$ cat src/hw/rtl/uitf_pkg.sv
// Shared constants for the UART idle-timeout framer.
// No dependencies; imported by uart_idle_timeout_framer_core.
`default_nettype none

package uitf_pkg;

  // Frame buffer geometry
  localparam int unsigned BufferDepth = 64;
  localparam int unsigned CountW      = $clog2(BufferDepth + 1);
  localparam int unsigned AddrW       = (BufferDepth > 1) ? $clog2(BufferDepth) : 1;

  // Idle counter and timeout register
  localparam int unsigned IdleW            = 16;
  localparam logic [IdleW-1:0] IdleMax     = '1;
  localparam logic [IdleW-1:0] TimeoutReset = 16'd10;

  // Input opcodes
  localparam logic OpByte = 1'b0;
  localparam logic OpTick = 1'b1;

endpackage : uitf_pkg

`default_nettype wire

$ cat src/hw/rtl/uart_idle_timeout_framer_core.sv
// UART idle-timeout framer: collects received bytes and emits them as a frame.
// Frame bytes are held in a 64 x 8 synchronous RAM; depends on uitf_pkg.
//
// Usage:
//  - Input channel (in_valid_i / in_ready_o) carries one beat per event: op_i = 0 is a
//    received byte on rx_byte_i, op_i = 1 is one timer tick.
//  - Output channel (out_valid_o / out_ready_i) carries one beat per byte of a closed
//    frame, with frame_length_o on every byte and last_of_frame_o on the final byte.
//  - idle_timeout is written through idle_timeout_we_i / idle_timeout_i; write it only
//    while no frame is being flushed.
//  - While collecting, one input beat is taken every cycle (store write or counter update).
//  - A closing beat switches to a flush: the RAM is read one byte per cycle while the
//    receiver keeps up, and each byte goes from the registered RAM read into the output
//    register; the input stays closed for the whole flush.
//  - The flush rate is set by the single RAM read port and the one-entry read stage.
//  - When the receiver stalls, reads stop until the output register frees; input stays
//    closed until the flush finishes. Outside a flush, input is taken even while the
//    last result waits in the output register.
//  - Reset empties the buffer, clears the idle counter and sets the timeout to 10.
//    The RAM contents are not cleared; only written entries are ever read.
`default_nettype none

module uart_idle_timeout_framer_core
  import uitf_pkg::*;
(
  input  wire logic              clk_i,
  input  wire logic              rst_ni,
  // configuration
  input  wire logic              idle_timeout_we_i,
  input  wire logic [IdleW-1:0]  idle_timeout_i,
  // input channel
  input  wire logic              in_valid_i,
  output logic                   in_ready_o,
  input  wire logic              op_i,
  input  wire logic [7:0]        rx_byte_i,
  // output channel
  output logic                   out_valid_o,
  input  wire logic              out_ready_i,
  output logic [7:0]             frame_byte_o,
  output logic [CountW-1:0]      frame_length_o,
  output logic                   last_of_frame_o
);

  typedef enum logic {
    StCollect,
    StFlush
  } state_e;

  state_e            state_q, state_d;
  logic [IdleW-1:0]  timeout_q;
  logic [IdleW-1:0]  idle_q, idle_d;
  logic [CountW-1:0] count_q, count_d;
  logic [CountW-1:0] len_q, len_d;
  logic [CountW-1:0] rd_ptr_q, rd_ptr_d;
  logic              rd_pending_q, rd_pending_d;
  logic              rd_last_q, rd_last_d;
  logic              out_valid_q, out_valid_d;
  logic              out_last_q, out_last_d;
  logic [CountW-1:0] out_len_q, out_len_d;
  logic [7:0]        out_byte_q, out_byte_d;

  logic              in_fire;
  logic [IdleW-1:0]  idle_inc;
  logic              wr_en;
  logic              rd_en;
  logic              rd_move;
  logic [CountW-1:0] rd_ptr_inc;
  logic [7:0]        rdata_q;

  logic [7:0] frame_store [BufferDepth];

  assign in_ready_o = (state_q == StCollect);
  assign in_fire    = in_valid_i && in_ready_o;
  assign idle_inc   = (idle_q != IdleMax) ? idle_q + 1'b1 : idle_q;
  assign rd_ptr_inc = rd_ptr_q + 1'b1;

  // read stage hands its byte to the output register when that is free or draining
  assign rd_move = rd_pending_q && (!out_valid_q || out_ready_i);
  assign rd_en   = (state_q == StFlush) && (rd_ptr_q != len_q)
                   && (!rd_pending_q || rd_move);

  always_comb begin
    state_d      = state_q;
    idle_d       = idle_q;
    count_d      = count_q;
    len_d        = len_q;
    rd_ptr_d     = rd_ptr_q;
    rd_pending_d = rd_pending_q;
    rd_last_d    = rd_last_q;
    out_valid_d  = out_valid_q;
    out_last_d   = out_last_q;
    out_len_d    = out_len_q;
    out_byte_d   = out_byte_q;
    wr_en        = 1'b0;

    unique case (state_q)
      StCollect: begin
        if (in_fire) begin
          if (op_i == OpTick) begin
            idle_d = idle_inc;
            if ((count_q != '0) && (idle_inc > timeout_q)) begin
              state_d  = StFlush;
              len_d    = count_q;
              rd_ptr_d = '0;
              count_d  = '0;
            end
          end else if ((count_q != '0) && (idle_q > timeout_q)) begin
            // byte arriving past the timeout closes the frame and is dropped
            state_d  = StFlush;
            len_d    = count_q;
            rd_ptr_d = '0;
            count_d  = '0;
          end else if (count_q >= CountW'(BufferDepth)) begin
            count_d = '0;  // overflow: whole frame discarded
          end else begin
            wr_en   = 1'b1;
            count_d = count_q + 1'b1;
            idle_d  = '0;
          end
        end
      end
      StFlush: begin
        if ((rd_ptr_q == len_q) && !rd_pending_q) begin
          state_d = StCollect;
        end
      end
      default: state_d = StCollect;
    endcase

    if (out_valid_q && out_ready_i) begin
      out_valid_d = 1'b0;
    end
    if (rd_move) begin
      out_valid_d  = 1'b1;
      out_byte_d   = rdata_q;
      out_last_d   = rd_last_q;
      out_len_d    = len_q;
      rd_pending_d = 1'b0;
    end
    if (rd_en) begin
      rd_pending_d = 1'b1;
      rd_last_d    = (rd_ptr_inc == len_q);
      rd_ptr_d     = rd_ptr_inc;
    end
  end

  always_ff @(posedge clk_i or negedge rst_ni) begin
    if (!rst_ni) begin
      state_q      <= StCollect;
      timeout_q    <= TimeoutReset;
      idle_q       <= '0;
      count_q      <= '0;
      len_q        <= '0;
      rd_ptr_q     <= '0;
      rd_pending_q <= 1'b0;
      rd_last_q    <= 1'b0;
      out_valid_q  <= 1'b0;
      out_last_q   <= 1'b0;
      out_len_q    <= '0;
    end else begin
      state_q      <= state_d;
      if (idle_timeout_we_i) begin
        timeout_q <= idle_timeout_i;
      end
      idle_q       <= idle_d;
      count_q      <= count_d;
      len_q        <= len_d;
      rd_ptr_q     <= rd_ptr_d;
      rd_pending_q <= rd_pending_d;
      rd_last_q    <= rd_last_d;
      out_valid_q  <= out_valid_d;
      out_last_q   <= out_last_d;
      out_len_q    <= out_len_d;
    end
  end

  always_ff @(posedge clk_i) begin
    out_byte_q <= out_byte_d;
  end

  // Frame RAM: one write port (collect), one registered read port (flush)
  always_ff @(posedge clk_i) begin
    if (wr_en) begin
      frame_store[count_q[AddrW-1:0]] <= rx_byte_i;
    end
  end

  always_ff @(posedge clk_i) begin
    if (rd_en) begin
      rdata_q <= frame_store[rd_ptr_q[AddrW-1:0]];
    end
  end

  assign out_valid_o     = out_valid_q;
  assign frame_byte_o    = out_byte_q;
  assign frame_length_o  = out_len_q;
  assign last_of_frame_o = out_last_q;

  // Assertions
  a_count_bound: assert property (@(posedge clk_i) disable iff (!rst_ni)
    count_q <= CountW'(BufferDepth))
    else $error("byte count beyond buffer depth");

  a_ptr_bound: assert property (@(posedge clk_i) disable iff (!rst_ni)
    (state_q == StFlush) |-> (rd_ptr_q <= len_q))
    else $error("flush read pointer past frame length");

  a_no_rw_overlap: assert property (@(posedge clk_i) disable iff (!rst_ni)
    !(wr_en && rd_en))
    else $error("frame RAM written and read in the same cycle");

  a_flush_empties: assert property (@(posedge clk_i) disable iff (!rst_ni)
    (state_q == StFlush) |-> (count_q == '0))
    else $error("buffer refilled during flush");

  a_pending_in_flush: assert property (@(posedge clk_i) disable iff (!rst_ni)
    rd_pending_q |-> (state_q == StFlush))
    else $error("read stage busy outside flush");

endmodule : uart_idle_timeout_framer_core

`default_nettype wire

$ cat config.mk
export PLATFORM = sky130hd
export DESIGN_NAME = uart_idle_timeout_framer_core
export DESIGN_NICKNAME = d
export VERILOG_FILES = /design/src/hw/rtl/uitf_pkg.sv /design/src/hw/rtl/uart_idle_timeout_framer_core.sv
export SDC_FILE = /design/constraint.sdc
export NUM_CORES = 1
export LEC_CHECK = 0
export BUFFER_PORTS_ARGS = -buffer_cell sky130_fd_sc_hd__buf_2
export CAP_MARGIN = 20
export CORE_ASPECT_RATIO = 1.5
export CORE_MARGIN = 1.5
export CORE_UTILIZATION = 60
export DETAILED_ROUTE_END_ITERATION = 16
export GPL_TIMING_DRIVEN = 0
export PLACE_DENSITY = 0.84
export SYNTH_ARGS = -nofsm -noshare
export SYNTH_HDL_FRONTEND = slang
export SYNTH_SLANG_ARGS = --single-unit
$ cat constraint.sdc
create_clock -name clk_i -period 5.39 [get_ports clk_i]
set_clock_uncertainty 0.05 [all_clocks]
set_input_delay 0.8085 -clock clk_i [delete_from_list [all_inputs] [get_ports clk_i]]
set_output_delay 0.8085 -clock clk_i [all_outputs]
set_load 0.005 [all_outputs]
# --- After elaboration in Yosys (flattened, before gate mapping) ---
# Memory sizes are Yosys's and may differ from the RTL's. A register that Yosys moved wholly into a read port is not among the register bits.
# Index checks and enable logic that the tools add are counted.
word_totals:
  register_bits: 73
  ram_bits: 512
  in_bits: 30
  word_cells: 84
  memories: 1
mem_list:
  columns: ["name", "words", "width", "read_ports", "rd_clocked_by_memory_dff", "write_ports", "line", "text"]
  rows:
  - ["frame_store", 64, 8, 1, 1, 1, "uart_idle_timeout_framer_core.sv:70", "logic [7:0] frame_store [BufferDepth];"]
op_classes:
  addsub: 3
  n_lt_le_gt_ge: 3
  eq_ne: 9
  muxes: 33
  bitwise: 1
  reduce_logical: 22
ops:
  columns: ["operator", "count"]
  rows:
  - ["two-way mux 7 bit", 12]
  - ["two-way mux 16 bit", 4]
  - ["> comparator 16 bit", 2]
  - ["adder 16 x 1 -> 16 bit (second input constant)", 1]
  - ["two-way mux 1 bit", 16]
  - ["inequality test 16 bit (second input constant)", 1]
  - ["adder 7 x 1 -> 7 bit (second input constant)", 2]
  - ["equality test 7 bit", 2]
  - ["AND reduction 4 bit", 3]
  - ["logical AND 1 bit", 8]
  - ["nonzero test 2 bit", 4]
  - ["greater-or-equal comparator 7 bit (second input constant)", 1]
  - ["inequality test 7 bit", 1]
  - ["nonzero test 7 bit", 1]
  - ["inequality test 2 x 1 -> 1 bit (second input constant)", 2]
  - ["inequality test 2 bit (second input constant)", 2]
  - ["inequality test 3 x 1 -> 1 bit (second input constant)", 1]
  - ["AND reduction 3 bit", 1]
  - ["nonzero test 3 bit", 1]
  - ["zero test 1 bit", 2]
  - ["logical OR 1 bit", 2]
  - ["one-hot mux 1 bit (2 select lines)", 1]
  - ["NOT 1 bit", 1]

# --- Longest topological paths before layout ---
logic_depth:
  ltp_word: 9
  ltp_mapped: 14
  mapped_depth_nobuf: 12

# --- Worst setup path after synthesis ---
# Ideal clock, no wire load.
synth_path:
  path_type: "reg2reg"
  startpoint: "reg idle_q[8]"
  endpoint: "reg len_q[0]"
  setup_time_ns: 0.125
  arrival_ns: 3.493
  required_time_ns: 5.215
  slack_ns: 1.722
  stages_incl_launch_ff: 15
  period_less_slack_ns: 3.668
  cell_sequence: "dfrtp_1 -> clkbuf_1 -> and4_1 -> and3_1 -> a311o_1 -> nor3_2 -> xor2_1 -> ha_1 -> nand4_1 -> or2_4 -> a211oi_4 -> o41ai_4 -> or3_1 -> buf_6 -> mux2_4"
synth_via:
  elab_chain_cells: 6
synth_rtl:
  columns: ["element", "line", "text"]
  rows:
  - ["start, declared", "uart_idle_timeout_framer_core.sv:51", "logic [IdleW-1:0] idle_q, idle_d;"]
  - ["start signal, assigned", "uart_idle_timeout_framer_core.sv:165", "idle_q <= idle_d;"]
  - ["adder 16 x 1 -> 16 bit / inequality test 16 bit (equally long branches)", "uart_idle_timeout_framer_core.sv:74", "assign idle_inc = (idle_q != IdleMax) ? idle_q + 1'b1 : idle_q;"]
  - ["two-way mux 16 bit", "uart_idle_timeout_framer_core.sv:74", null]
  - ["> comparator 16 bit", "uart_idle_timeout_framer_core.sv:101", "if ((count_q != '0) && (idle_inc > timeout_q)) begin"]
  - ["logical AND 1 bit", "uart_idle_timeout_framer_core.sv:101", null]
  - ["inequality test 2 x 1 -> 1 bit (no source line)", null, null]
  - ["AND reduction 4 bit (no source line) (*)", null, null]
  - ["end signal, assigned", "uart_idle_timeout_framer_core.sv:167", "len_q <= len_d;"]
  - ["end, declared", "uart_idle_timeout_framer_core.sv:53", "logic [CountW-1:0] len_q, len_d;"]
# Every way passes the cells marked *; elsewhere a longest branch is shown, timed or not.
# A chain may end at the register's enable or synchronous reset.

# --- Worst setup path after layout ---
layout_path:
  startpoint: "reg idle_q[7]"
  endpoint: "reg len_q[6]"
# Same word-level chain as after synthesis.

==> flow_summary.toml <==
[status]
status = "finished clean"

[layout]
diodes = 0
nets = 1476
area_growth_pct = 11.4
utilization = 0.677
nFillCells = 2384
final_layout_size_suffix_gt1_frac = 0.253

[worst_setup_path]
critPathMaxFanout = 9
r2r-start = "idle_q[7]"
cp-end-kind = "register"
worst_setup_path_start_kind = "register"
critPathLaunch = "idle_q[7]"
critical_path_class = "reg -> reg"
worst_ep_arrival_time_ps = 4690
cp.required_ps = 5820

[synthesis]
yosysTopAreaCellShare = 0.647
yosysTopAreaCell = "edfxtp_1"
synth_edf_count = 528
syn_area_per_cell_um2 = 18.8
ys_top_cells_by_count = "edfxtp_1 (528), mux4_2 (160), nor2_1 (90)"
yosysSeqAreaShare = 0.713
syn_inst = 1301
ys_seq_elements = 593
synth_nets = 1367
synth_area_leaders = "edfxtp_1 (65%), mux4_2 (15%), dfrtp_1 (6.4%)"
synth_cell_types = 64
synthMostInstantiatedCell = "edfxtp_1"
ys_warn_count = 0
synth_ff_type = "edfxtp_1"
async_flop_share = 0.110
syn_area_um2 = 24500

[detailed_routing]
dr.pass1.iters = 8
wl_mm = 62.6
first_iter_violations = 1892
vias = 13700
drc = 0
via_per_inst = 7.00
ant_nets = 0
wire_per_inst_um = 31.9

[placed_design]
port_buffers = 47
gp_congestion = 0.910
dp.final_hpwl_mm = 39.8

[timing]
setup_tns_ps = 0
final-setup-viol-count = 0
tightest_slew_ps = 1250
min_period_over_period = 0.790
relSlewSlack = 0.166
finalHoldViolations = 0
drv_slew = 0
layout_min_cycle_time_ps = 4260
rsz0062_at_grt = "no"
max_freq_mhz = 235

[clocking]
cts_buffers = 51
htreeDepth = 2
clk_path_buf_depth = 3
hold_buffers = 0
clk_latency_ps = 600
path_clk_slew_ps = 70
cts_resized = 0
cts.sinks = 593
cts_tree = "built"
cts-root-buf = "clkbuf_16"
post_cts_buffers = 0

[global_routing]
grt_pass1_vias = 14300
grt_start_max_net_pins = 66
grt_first_pass_wirelength_mm = 92.9
gr-usage-all-layers = 0.309
antenna_found_initial = 0
gr-total-overflow = 0

[die]
die_h_um = 251
num_io_pins = 48
die_x_um = 168
fp.dieArea_um2 = 42100
rows = 90
core_area_um2 = 40300
start_util = 0.608

[power_and_ir_drop]
p_leak_nw = 9.20
p_per_area_nw_per_um2 = 419
peakVddDrop_v = 0.000292

[flow_run]
cap_violations = 0

[min_path]
min_path_type = "in -> async"
[registers in the layout, summed over array words and instances (netlist names), 7 cells and up]
signal and cells:
idle_q 16, len_q 7, rd_ptr_q 7, frame_byte_o 8, rdata_q 8, timeout_q 16
frame_length_o 7, frame_store 512, count_q 7
[cell usage in the layout (no fill, tap or decap), types with 10 or more instances in the layout]
| master | n |
|---|---|
| o21ai_0 | 28 |
| o2bb2ai_1 | 12 |
| nand4_1 | 12 |
| buf_1 | 10 |
| edfxtp_1 | 528 |
| xor2_1 | 11 |
| buf_2 | 73 |
| o22ai_1 | 18 |
| inv_1 | 29 |
| clkbuf_1 | 29 |
| mux4_2 | 160 |
| nand3_1 | 19 |
| a21oi_1 | 19 |
| ha_1 | 36 |
| clkbuf_16 | 53 |
| mux2_2 | 10 |
| xnor2_1 | 11 |
| nor3_1 | 19 |
| nand2_1 | 57 |
| dfrtp_1 | 63 |
| nor2_1 | 90 |
[final cells by class]
class | count | area [um2] | area share
buffer | 67 | 315 | 0.0116
clock buffer | 60 | 1380 | 0.0506
clock inverter | 35 | 382 | 0.0140
inverter | 30 | 113 | 0.00413
multi-input combinational | 611 | 6600 | 0.242
sequential | 593 | 17500 | 0.640
tap | 506 | 633 | 0.0232
timing repair buffer | 56 | 388 | 0.0142
[per-stage QoR]
stage	power [mW]	instances	worst slack (ps)	instance area, um2	hold WS [ps]
floorplan	6.66	1301	1720	24500	350
global placement	7.38	1854	1260	25400	355
detailed placement	7.47	1855	1210	25400	362
CTS	11.3	1950	1170	27200	294
global route	11.7	1958	879	27300	337
finish	11.4	1958	1130	27300	274
[logic make-up (layout without fill, tap and decap cells)]
| kind of cell | Yosys count | count (layout) | synth area share |
|---|---|---|---|
| multiplexers | 185 | 185 | 0.159 |
| AND/OR/NAND/NOR | 240 | 240 | 0.0457 |
| adder cells (fa/ha/maj) | 36 | 36 | 0.0184 |
| AO/OA/AOI/OAI | 128 | 128 | 0.0384 |
| XOR/XNOR | 22 | 22 | 0.00786 |
| flip-flops | 593 | 593 | 0.713 |
| buffers and inverters | 97 | 248 | 0.0175 |
[final timing paths]
kind	depth (start not counted)	slack [ps]	endpoint
min in group clk_i	0	380	frame_byte_o[7]
max in group asynchronous	1	4480	idle_q[2]
worst max-delay path	13	1130	len_q[6]
worst min-delay path	1	270	frame_length_o[4]
worst min register to register	0	380	frame_byte_o[7]
worst max register to register	13	1130	len_q[6]
[layer usage]
metal  up-vias  wire (um)  track usage
met5         -          0            0
met4         0       5220        0.214
met3       353       6070       0.0787
met2      1022      31900        0.530
met1      6817      19400        0.335
li1       5509          -            -
[worst max-delay path: stages (launching register included)]
cell and delay (ps):
dfrtp_1 350, clkbuf_1 300, and4_1 280, and3_1 240
nand3_1 320, mux2_2 400, ha_1 300, nor2b_1 160
o211ai_1 270, a211oi_4 110, o41ai_4 660, or3_1 220
buf_6 170, mux2_4 310
[power by group]
part           switching [mW]  total, mW  internal [mW]
Clock                    1.71       3.85           2.15
Sequential             0.0313       5.15           5.12
Combinational            1.47       2.44          0.967
Note: power is estimated with default switching activity, not from simulation.
